==> src/sv/wwoc_pkg.sv <==
// ----------------------------------------------------------------------------
// wwoc_pkg
// Shared constants, types and character helpers for the whole-word counter.
// ----------------------------------------------------------------------------
package wwoc_pkg;

	localparam int MAX_PATTERN = 16;
	localparam int MIN_PATTERN = 5;
	localparam int LEN_W       = $clog2(MAX_PATTERN + 1);
	localparam int IDX_W       = $clog2(MAX_PATTERN);
	localparam int FILL_W      = $clog2(MAX_PATTERN + 2);
	localparam int COUNT_W     = 32;
	localparam int CFG_DATA_W  = 64;
	localparam int CFG_ADDR_W  = 5;

	localparam logic [LEN_W-1:0]  LEN_MIN  = LEN_W'(MIN_PATTERN);
	localparam logic [LEN_W-1:0]  LEN_MAX  = LEN_W'(MAX_PATTERN);
	localparam logic [FILL_W-1:0] FILL_TOP = FILL_W'(MAX_PATTERN + 1);

	// register indexes, address bits [4:3]
	localparam logic [1:0] REG_PATTERN_LOW    = 2'd0;
	localparam logic [1:0] REG_PATTERN_HIGH   = 2'd1;
	localparam logic [1:0] REG_PATTERN_LENGTH = 2'd2;

	localparam logic [7:0] CHAR_SEMI    = 8'h3B;
	localparam logic [7:0] CHAR_NEWLINE = 8'h0A;
	localparam logic [7:0] CHAR_SPACE   = 8'h20;
	localparam logic [7:0] CHAR_TAB     = 8'h09;
	localparam logic [7:0] CHAR_CR      = 8'h0D;
	localparam logic [7:0] CHAR_UPPER_A = 8'h41;
	localparam logic [7:0] CHAR_UPPER_Z = 8'h5A;
	localparam logic [7:0] CASE_OFFSET  = 8'h20;

	typedef struct packed {
		logic shift;
		logic clear;
	} cell_ctrl_t;

	function automatic logic is_white(input logic [7:0] c);
		return (c == CHAR_SPACE) || (c >= CHAR_TAB && c <= CHAR_CR);
	endfunction

	function automatic logic is_punct(input logic [7:0] c);
		return (c >= 8'd33 && c <= 8'd47) || (c >= 8'd58 && c <= 8'd64) ||
		       (c >= 8'd91 && c <= 8'd96) || (c >= 8'd123 && c <= 8'd126);
	endfunction

	function automatic logic [7:0] to_lower(input logic [7:0] c);
		return (c >= CHAR_UPPER_A && c <= CHAR_UPPER_Z) ? c + CASE_OFFSET : c;
	endfunction

endpackage

==> src/sv/wwoc_cell.sv <==
// ----------------------------------------------------------------------------
// wwoc_cell
// One byte of the recent-text window: holds a byte, passes it on, and
// compares the byte arriving on its input with its pattern byte.
// ----------------------------------------------------------------------------
module wwoc_cell import wwoc_pkg::*; (
	input  logic       clk,
	input  logic       arst_n,
	input  cell_ctrl_t ctrl,
	input  logic [7:0] din,
	input  logic [7:0] pat,
	output logic [7:0] dout,
	output logic       eq
);

	logic [7:0] byte_q;

	always_ff @(posedge clk or negedge arst_n) begin
		if (!arst_n) begin
			byte_q <= '0;
		end else if (ctrl.clear) begin
			byte_q <= '0;
		end else if (ctrl.shift) begin
			byte_q <= din;
		end
	end

	assign dout = byte_q;
	assign eq   = (din == pat);

endmodule

==> src/sv/wwoc_skid.sv <==
// ----------------------------------------------------------------------------
// wwoc_skid
// Two-entry result buffer: output register plus skid register.
// ----------------------------------------------------------------------------
module wwoc_skid import wwoc_pkg::*; (
	input  logic               clk,
	input  logic               arst_n,
	input  logic               push,
	input  logic [COUNT_W-1:0] push_data,
	output logic               room,
	output logic               m_axis_tvalid,
	input  logic               m_axis_tready,
	output logic [COUNT_W-1:0] m_axis_tdata
);

	logic               out_valid_q;
	logic [COUNT_W-1:0] out_q;
	logic               skid_valid_q;
	logic [COUNT_W-1:0] skid_q;
	logic               take;

	assign take = out_valid_q & m_axis_tready;

	always_ff @(posedge clk or negedge arst_n) begin
		if (!arst_n) begin
			out_valid_q  <= 1'b0;
			skid_valid_q <= 1'b0;
		end else if (skid_valid_q) begin
			if (take) begin
				skid_valid_q <= 1'b0;
			end
		end else if (push) begin
			if (!out_valid_q || take) begin
				out_valid_q <= 1'b1;
			end else begin
				skid_valid_q <= 1'b1;
			end
		end else if (take) begin
			out_valid_q <= 1'b0;
		end
	end

	always_ff @(posedge clk) begin
		if (skid_valid_q) begin
			if (take) begin
				out_q <= skid_q;
			end
		end else if (push) begin
			if (!out_valid_q || take) begin
				out_q <= push_data;
			end else begin
				skid_q <= push_data;
			end
		end
	end

	assign room          = ~skid_valid_q;
	assign m_axis_tvalid = out_valid_q;
	assign m_axis_tdata  = out_q;

endmodule

==> src/sv/whole_word_occurrence_counter_core.sv <==
// ----------------------------------------------------------------------------
// whole_word_occurrence_counter_core
// Counts whole-word occurrences of a configured pattern in a byte stream.
// ----------------------------------------------------------------------------
// One text byte is taken per cycle while the output buffer has room. Each
// byte moves through a chain of 16 window cells that compare it against the
// pattern in the same cycle. The count beat is registered into a two-entry
// output buffer when the tlast beat is accepted; the slave side stalls only
// while both entries hold unclaimed counts. No clearing pass is needed after
// reset.
module whole_word_occurrence_counter_core import wwoc_pkg::*; (
	input  logic                  clk,
	input  logic                  arst_n,
	input  logic                  s_axis_tvalid,
	output logic                  s_axis_tready,
	input  logic [7:0]            s_axis_tdata,   // text_byte
	input  logic                  s_axis_tlast,   // end_of_text
	output logic                  m_axis_tvalid,
	input  logic                  m_axis_tready,
	output logic [COUNT_W-1:0]    m_axis_tdata,   // match_count
	input  logic                  psel,
	input  logic                  penable,
	input  logic                  pwrite,
	input  logic [CFG_ADDR_W-1:0] paddr,
	input  logic [CFG_DATA_W-1:0] pwdata,
	output logic [CFG_DATA_W-1:0] prdata,
	output logic                  pready
);

	logic [63:0]        pat_low_q;
	logic [63:0]        pat_high_q;
	logic [LEN_W-1:0]   len_q;
	logic               hdr_q;
	logic [FILL_W-1:0]  fill_q;
	logic [IDX_W-1:0]   skip_q;
	logic               pend_q;
	logic [COUNT_W-1:0] total_q;

	logic               hdr_n;
	logic [FILL_W-1:0]  fill_n;
	logic [IDX_W-1:0]   skip_n;
	logic               pend_n;
	logic [1:0]         inc;
	logic               new_pend;

	logic               accept;
	logic               room;
	logic               push;
	logic [COUNT_W-1:0] result;
	logic [7:0]         c_low;
	logic               len_ok;
	logic               hit;
	logic [FILL_W-1:0]  fill_inc;
	logic [7:0]         follow;
	logic [127:0]       pat_all;
	cell_ctrl_t         cell_ctrl;

	logic [7:0]         cell_din  [MAX_PATTERN];
	logic [7:0]         cell_dout [MAX_PATTERN];
	logic [7:0]         cell_pat  [MAX_PATTERN];
	logic               cell_eq   [MAX_PATTERN];

	function automatic logic [COUNT_W-1:0] sat_add(input logic [COUNT_W-1:0] a,
	                                               input logic [1:0] b);
		logic [COUNT_W:0] s;
		s = {1'b0, a} + (COUNT_W + 1)'(b);
		return s[COUNT_W] ? '1 : s[COUNT_W-1:0];
	endfunction

	// configuration port
	assign pready = 1'b1;

	always_ff @(posedge clk or negedge arst_n) begin
		if (!arst_n) begin
			pat_low_q  <= '0;
			pat_high_q <= '0;
			len_q      <= '0;
		end else if (psel && penable && pwrite && pready) begin
			unique case (paddr[4:3])
				REG_PATTERN_LOW:    pat_low_q  <= pwdata;
				REG_PATTERN_HIGH:   pat_high_q <= pwdata;
				REG_PATTERN_LENGTH: len_q      <= pwdata[LEN_W-1:0];
				default: ;
			endcase
		end
	end

	always_comb begin
		unique case (paddr[4:3])
			REG_PATTERN_LOW:    prdata = pat_low_q;
			REG_PATTERN_HIGH:   prdata = pat_high_q;
			REG_PATTERN_LENGTH: prdata = CFG_DATA_W'(len_q);
			default:            prdata = '0;
		endcase
	end

	// window cell chain
	assign accept  = s_axis_tvalid & s_axis_tready;
	assign c_low   = to_lower(s_axis_tdata);
	assign pat_all = {pat_high_q, pat_low_q};

	assign cell_ctrl.shift = accept & ~s_axis_tlast & ~hdr_q & (c_low != CHAR_SEMI);
	assign cell_ctrl.clear = accept & s_axis_tlast;

	genvar k;
	generate
		for (k = 0; k < MAX_PATTERN; k++) begin : g_cell
			logic [IDX_W-1:0] pidx;
			assign pidx = IDX_W'(len_q - LEN_W'(1) - LEN_W'(k));
			assign cell_pat[k] = pat_all[pidx*8 +: 8];
			if (k == 0) begin : g_head
				assign cell_din[k] = c_low;
			end else begin : g_link
				assign cell_din[k] = cell_dout[k-1];
			end
			wwoc_cell u_cell (
				.clk    (clk),
				.arst_n (arst_n),
				.ctrl   (cell_ctrl),
				.din    (cell_din[k]),
				.pat    (cell_pat[k]),
				.dout   (cell_dout[k]),
				.eq     (cell_eq[k])
			);
		end
	endgenerate

	always_comb begin
		hit = 1'b1;
		for (int i = 0; i < MAX_PATTERN; i++) begin
			if (LEN_W'(i) < len_q) begin
				hit = hit & cell_eq[i];
			end
		end
	end

	assign len_ok   = (len_q >= LEN_MIN) && (len_q <= LEN_MAX);
	assign fill_inc = (fill_q == FILL_TOP) ? fill_q : fill_q + FILL_W'(1);
	assign follow   = cell_dout[IDX_W'(len_q - LEN_W'(1))];

	// field and match control
	always_comb begin
		hdr_n    = hdr_q;
		fill_n   = fill_q;
		skip_n   = skip_q;
		pend_n   = pend_q;
		inc      = 2'd0;
		new_pend = 1'b0;
		push     = 1'b0;
		if (accept) begin
			if (s_axis_tlast) begin
				push   = 1'b1;
				hdr_n  = 1'b1;
				fill_n = '0;
				skip_n = '0;
				pend_n = 1'b0;
			end else if (hdr_q) begin
				if (s_axis_tdata == CHAR_NEWLINE) begin
					hdr_n = 1'b0;
				end
			end else begin
				inc    = {1'b0, pend_q & (is_white(c_low) | is_punct(c_low))};
				pend_n = 1'b0;
				if (c_low == CHAR_SEMI) begin
					fill_n = '0;
					skip_n = '0;
				end else begin
					fill_n = fill_inc;
					if (skip_q != '0) begin
						skip_n = skip_q - IDX_W'(1);
					end else if (len_ok && (fill_inc >= FILL_W'(len_q)) && hit) begin
						new_pend = (fill_inc == FILL_W'(len_q)) | is_white(follow);
						skip_n   = IDX_W'(len_q - LEN_W'(1));
					end
					if (c_low == CHAR_NEWLINE) begin
						inc    = inc + {1'b0, new_pend};
						fill_n = '0;
						skip_n = '0;
					end else begin
						pend_n = new_pend;
					end
				end
			end
		end
	end

	assign result = sat_add(total_q, {1'b0, pend_q});

	always_ff @(posedge clk or negedge arst_n) begin
		if (!arst_n) begin
			hdr_q   <= 1'b1;
			fill_q  <= '0;
			skip_q  <= '0;
			pend_q  <= 1'b0;
			total_q <= '0;
		end else begin
			hdr_q  <= hdr_n;
			fill_q <= fill_n;
			skip_q <= skip_n;
			pend_q <= pend_n;
			if (push) begin
				total_q <= '0;
			end else begin
				total_q <= sat_add(total_q, inc);
			end
		end
	end

	// result beats
	wwoc_skid u_skid (
		.clk           (clk),
		.arst_n        (arst_n),
		.push          (push),
		.push_data     (result),
		.room          (room),
		.m_axis_tvalid (m_axis_tvalid),
		.m_axis_tready (m_axis_tready),
		.m_axis_tdata  (m_axis_tdata)
	);

	assign s_axis_tready = room;

endmodule

==> config.mk <==
export PLATFORM = sky130hd
export DESIGN_NAME = whole_word_occurrence_counter_core
export DESIGN_NICKNAME = d
export VERILOG_FILES = /design/src/sv/wwoc_pkg.sv /design/src/sv/wwoc_cell.sv /design/src/sv/wwoc_skid.sv /design/src/sv/whole_word_occurrence_counter_core.sv
export SDC_FILE = /design/constraint.sdc
export NUM_CORES = 1
export LEC_CHECK = 0
export ABC_AREA = 1
export BUFFER_PORTS_ARGS = -buffer_cell sky130_fd_sc_hd__buf_2
export CAP_MARGIN = 5
export CORE_UTILIZATION = 45
export DETAILED_ROUTE_END_ITERATION = 8
export PLACE_DENSITY_LB_ADDON = 0.2
export SKIP_CTS_REPAIR_TIMING = 1
export SYNTH_ARGS = -nofsm -noshare
export SYNTH_HDL_FRONTEND = slang
export SYNTH_SLANG_ARGS = --single-unit
==> constraint.sdc <==
create_clock -name clk -period 11.8 [get_ports clk]
set_clock_uncertainty 0.1 [all_clocks]
set_input_delay 0.59 -clock clk [delete_from_list [all_inputs] [get_ports clk]]
set_output_delay 0.59 -clock clk [all_outputs]
set_load 0.02 [all_outputs]
After elaboration in Yosys (flattened, before gate mapping)
Index checks and enable logic that the tools add are counted.
{ "totals": {"reg_bits": 370, "inputBits": 85, "word_cells": 290} }
{ "op_classes": {"n_addsub": 22, "magnitude_cmp": 34, "eq_ne": 29, "shifts": 16, "n_mux": 98, "bitwise_logic": 29, "n_reduce_logical": 34} }
{ "ops": {"columns": ["cell", "count"], "rows": [
  ["$shiftx 128x8->8", 16],
  ["$mux 8", 35],
  ["$mux 32", 7],
  ["$pmux 64 s3", 1],
  ["$eq 8x8->1", 16],
  ["$lt 4x5->1 const A", 8],
  ["$mux 1", 38],
  ["$add 32x1->33", 1],
  ["$add 32x2->33", 1],
  ["$bmux 8 s4", 1],
  ["$le 8x7->1 const B", 4],
  ["$sub 4x4->4 const B", 8],
  ["$mux 5", 5],
  ["$eq 8x6->1 const B", 3],
  ["$ge 8x7->1 const B", 3],
  ["$mux 4", 6],
  ["$and 1x1->1", 22],
  ["$lt 3x5->1 const A", 4],
  ["$eq 8x4->1 const B", 2],
  ["$ge 8x4->1 const B", 2],
  ["$ge 8x6->1 const B", 2],
  ["$le 8x4->1 const B", 2],
  ["$sub 4x3->4 const B", 4],
  ["$logic_and 1x1->1", 12],
  ["other kinds (31)", 59]
]} }

Longest topological paths before layout
{ "depth": {"depth_word": 51, "mapped_depth": 47, "mapped_depth_nobuf": 42} }

Modules after synthesis
Synthesis repeated with hierarchy kept, for this count alone.
{ "hier_totals": {"cells_unflattened": 4160, "hier_area_um2": 28043.1} }
{ "modules_own_cells": {"columns": ["module", "instances", "cells_per_inst", "area_per_inst_um2", "seq_area_each_um2"], "rows": [
  ["whole_word_occurrence_counter_core", 1, 2775, 16988.8, 4405.5],
  ["wwoc_cell", 16, 75, 534.3, 200.2],
  ["wwoc_skid", 1, 185, 2506.2, 1971.9]
]} }

Worst setup path after synthesis
Ideal clock, no wire load.
{ "synth_path": {"path_type": "reg2reg", "start": "register len_q[0]", "end": "register total_q[10]", "setup_ns": 0.078, "t_arrival_ns": 6.117, "required_time_ns": 11.622, "setup_slack_ns": 5.505, "path_stages_with_launch": 44, "path_buffers": 8, "path_cell_list": "dfrtp_1 -> inv_2 -> buf_6 -> buf_4 -> buf_2 -> ha_1 -> inv_2 -> buf_2 -> buf_2 -> ha_1 -> clkbuf_1 -> inv_1 -> clkbuf_1 -> nand3_1 -> o21ai_1 -> nand2_1 -> nand2_1 -> nand2_1 -> [... 8 more ...] -> nor2_1 -> and3_1 -> ha_1 -> nor3_1 -> nor2_1 -> ha_1 -> inv_1 -> fa_1 -> nor3_1 -> inv_1 -> nor2_1 -> inv_1 -> nor2_1 -> inv_1 -> nor2_1 -> nand2_1 -> clkbuf_1 -> a21oi_1"} }
{ "synth_via": {"elab_chain_cells": 50} }
{ "synth_lines": {"columns": ["item", "line", "rtl"], "rows": [
  ["start, declared", "whole_word_occurrence_counter_core.sv:32", "logic [LEN_W-1:0] len_q;"],
  ["start signal, assigned", "whole_word_occurrence_counter_core.sv:82", "REG_PATTERN_LENGTH: len_q <= pwdata[LEN_W-1:0];"],
  ["$sub 4x1->4", "whole_word_occurrence_counter_core.sv:109, whole_word_occurrence_counter_core.sv:139", null],
  ["$sub 4x1->4 or $shiftx 128x8->8 (tied branches)", "whole_word_occurrence_counter_core.sv:109, whole_word_occurrence_counter_core.sv:110", null],
  ["$shiftx 128x8->8 or $eq 8x8->1 (tied branches)", "whole_word_occurrence_counter_core.sv:110, wwoc_cell.sv:29", null],
  ["$eq 8x8->1 or $mux 1 (tied branches)", "wwoc_cell.sv:29, whole_word_occurrence_counter_core.sv:131", null],
  ["$and 1x1->1", "whole_word_occurrence_counter_core.sv:132", "hit = hit & cell_eq[i];"],
  ["$mux 1", "whole_word_occurrence_counter_core.sv:131", "if (LEN_W'(i) < len_q) begin"],
  ["$and 1x1->1", "whole_word_occurrence_counter_core.sv:132", null],
  ["$mux 1", "whole_word_occurrence_counter_core.sv:131", null],
  ["[... 34 more ...]", null, null],
  ["$mux 2 (*)", "whole_word_occurrence_counter_core.sv:175", "if (c_low == CHAR_NEWLINE) begin"],
  ["$mux 2 (*)", "whole_word_occurrence_counter_core.sv:164", "if (c_low == CHAR_SEMI) begin"],
  ["$mux 2 (*)", "whole_word_occurrence_counter_core.sv:157", "end else if (hdr_q) begin"],
  ["$mux 2 (*)", "whole_word_occurrence_counter_core.sv:151", "if (s_axis_tlast) begin"],
  ["$mux 2 (*)", "whole_word_occurrence_counter_core.sv:150", "if (accept) begin"],
  ["$add 32x2->33 (*)", "whole_word_occurrence_counter_core.sv:66", "s = {1'b0, a} + (COUNT_W + 1)'(b);"],
  ["$mux 32 (*)", "whole_word_occurrence_counter_core.sv:67", "return s[COUNT_W] ? '1 : s[COUNT_W-1:0];"],
  ["$mux 32 (*)", "whole_word_occurrence_counter_core.sv:201", "if (push) begin"],
  ["end signal, assigned", "whole_word_occurrence_counter_core.sv:204", "total_q <= sat_add(total_q, inc);"],
  ["end, declared", "whole_word_occurrence_counter_core.sv:37", "logic [COUNT_W-1:0] total_q;"]
]} }
Mark *: on every way between the ends. The rest lies on a longest branch, timed or not. The select of a mux whose other input is x is not followed.
A chain may end at the register's enable or synchronous reset.

Worst setup path in the final report
{ "layout_path": {"start": "register len_q[1]", "end": "register total_q[27]"} }
The elaborated chain is that of the path after synthesis.

==> flow_summary.json <==
{
  "synth_cells": 4307,
  "path_max_fanout": 23,
  "cts_root_buffer": "clkbuf_16",
  "clkSlewWorstSetupHoldPaths_ns": 0.07,
  "r2r-start": "len_q[1]",
  "yosysWarnings": 0,
  "antenna-diode-count": 0,
  "r2r_end": "total_q[27]",
  "cp-startpoint": "len_q[1]",
  "intPower_mw": 3.160,
  "dieHeight_microns": 247.8,
  "cp_common_cell": "nand2_1",
  "sw_frac_of_total_pct": 52.27,
  "htreeDepth": 2,
  "fin_cells": 5160,
  "grt_pass1_wl_microns": 170100,
  "layout_setup_ws_ns": 3.084,
  "antenna_found_initial": 4,
  "dieWidth_microns": 247.8,
  "pre_cts_ws_ns": 3.513,
  "arrival_ns": 9.13,
  "ant_nets": 0,
  "violations": "design-rule violations",
  "max_stage_delay_ns": 0.75,
  "final_util_pct": 50.32,
  "first_pass_iters": 9,
  "tightest_slew_ns": 1.194,
  "synthDistinctLibCells": 47,
  "pwr-share-clk_pct": 21.0,
  "ys.flop_type": "dfrtp_1",
  "vias": 30180,
  "ff2ff_setup_slack_ns": 3.08,
  "vias_per_cell": 5.848,
  "placementRows": 89,
  "seq_area_frac_synth_pct": 35.24,
  "cts_inserted_buffers": 43,
  "synthToLayoutAreaGrowth_pct": 9.877,
  "wl_microns": 116200,
  "synth-seq-cells": 370,
  "post-dp-hpwl_microns": 87930,
  "synth_fp_nets": 4417,
  "powerDensity_nw_per_um2": 221.6,
  "fin_nets": 4464,
  "drv_slew": 0,
  "critical_path.endpoint_type": "register",
  "yosysTopAreaCell": "dfrtp_1",
  "crit_type": "register to register",
  "die-area_sq_um": 61390,
  "core_sq_um": 59350,
  "ys_top_cells_by_area": "dfrtp_1 28%, nand2_1 25%, nand3_1 11%, edfxtp_1 7.1%, o21ai_0 7.1%",
  "cts_max_path_buffers": 3,
  "cts_tree": "built",
  "routabilityCongestion": 1.043,
  "synth-edff-count": 64,
  "avgSynthCellArea_sq_um": 6.311,
  "synth_top_area_share_pct": 28.08,
  "fin_crit_ns": 8.716,
  "clk_latency_ns": 0.59,
  "overflow": 0,
  "setup_violations": 0,
  "ff2ff_path_depth": 37,
  "final_cell_mix": "1,790 x nand2_1, 615 x nand3_1, 383 x o21ai_0",
  "rsz0062_at_grt": "false",
  "tns_ns": 0,
  "initial_core_util_pct": 45.80,
  "syn-cell-area_sq_um": 27180,
  "power_leakage_nw": 14.92,
  "start_kind": "register",
  "critPathCapture": "total_q[27]",
  "ioPinCount": 184,
  "maxCapViolations": 0,
  "hp-class": "primary input to register",
  "grt_pass1_vias": 26300,
  "async_reset_ff_share_pct": 82.70,
  "combPwrFrac_pct": 55.6,
  "status": "finished with violations",
  "io_buffers": 179,
  "post-route-period-util_pct": 73.87,
  "required_ns": 12.21,
  "clock_sinks": 370,
  "wl_per_cell_microns": 22.51,
  "critPathSlowestCell": "nand2_2",
  "hold_violations": 0,
  "fmax_mhz": 114.7,
  "drt_iter0_markers": 4042,
  "dp.cells": 5081,
  "layout_commonest_cell": "nand2_1",
  "p_seq_share_pct": 23.4,
  "p_switching_mw": 3.460,
  "ir_worst_vdd_mv": 0.1232,
  "drc": 1,
  "slew_headroom_pct": 19.57,
  "grt_max_degree": 129,
  "track_usage_pct": 37.56,
  "layout-drive-gt1-share_pct": 7.796
}
[synthesized netlist by cell type, types with 24 or more instances]
cell      count
edfxtp_1     64
clkbuf_1    109
a21oi_1      28
nand3_1     616
nand2_1    1794
dfrtp_1     305
xor2_1       34
nand3b_1     43
buf_2        70
nand4_1      27
o21ai_0     383
nor2_1      137
inv_1       371
ha_1         24
o22ai_1      81
[per-layer routing]
metal	routed length, microns	share of wire (%)	vias up	global-route usage (%)
met5	23	0.020	-	0
met4	6879	5.9	4	18.91
met3	13250	11	315	8.759
met2	47160	41	1672	53.10
met1	48860	42	14080	53.12
li1	-	-	14110	-
[per-stage QoR]
stage	total power, mW	instance area (sq um)	hold slack, ns
2_1_floorplan	3.863	27180	0.1944
3_3_place_gp	5.047	28420	0.3696
4_1_cts	6.460	29860	-0.2105
6_report	6.619	29870	0.1581
5_1_grt	6.969	29870	0.1717
3_5_place_dp	5.067	28420	0.3753
[sequential cells by signal, summed over array words and instances, names as in the netlist, 4 cells and up]
name                 flops
u_skid.m_axis_tdata     32
u_skid.skid_q           32
skip_q                   4
fill_q                   5
len_q                    5
pat_low_q               64
g_cell.u_cell.dout     128
pat_high_q              64
total_q                 32
[how the worst min path moves through the flow]
stage,start,endpoint,slack [ns],cells after the start
after floorplan,arst_n,fill_q[0],0.19,0
after global placement,hdr_q,hdr_q,0.37,2
after detailed placement,hdr_q,hdr_q,0.38,2
after CTS,arst_n,g_cell[7].u_cell.dout[7],-0.21,1
after global routing,pwdata[21],pat_high_q[21],0.17,3
final,pwdata[21],pat_high_q[21],0.16,3
[area by class of cell]
cell class	instances	area, sq um
Tap cell	773	967.2
Sequential cell	370	9585
Multi-Input combinational cell	3332	15180
Clock buffer	60	1220
Fill cell	6241	29480
Inverter	385	1449
Timing Repair Buffer	222	1244
Clock inverter	18	222.7
[kinds of logic after synthesis]
kind of cell	after synthesis	share of synthesized area (%)
adder cells (fa/ha/maj)	25	1.178
XOR/XNOR	46	1.482
other	1	0.01380
flip-flops	370	35.24
buffers and inverters	605	9.077
AND/OR/NAND/NOR	2684	41.38
AO/OA/AOI/OAI	576	11.63
[power groups by stage]
stage | Clock, mW | Sequential, mW | Combinational (mW)
after CTS | 1.40 | 1.54 | 3.52
after detailed placement | 0 | 1.56 | 3.51
after global routing | 1.46 | 1.55 | 3.96
after floorplan | 0 | 1.48 | 2.38
after global placement | 0 | 1.56 | 3.49
final | 1.39 | 1.55 | 3.68
[worst max-delay path, delay by kind of cell (launching register included)]
kind | cells | cell delay [ns]
AND/OR/NAND/NOR | 25 | 5.17
adder cells (fa/ha/maj) | 4 | 1.49
buffers and inverters | 6 | 1.02
flip-flops | 1 | 0.59
AO/OA/AOI/OAI | 2 | 0.25
Note: power is estimated with default switching activity, not from simulation.
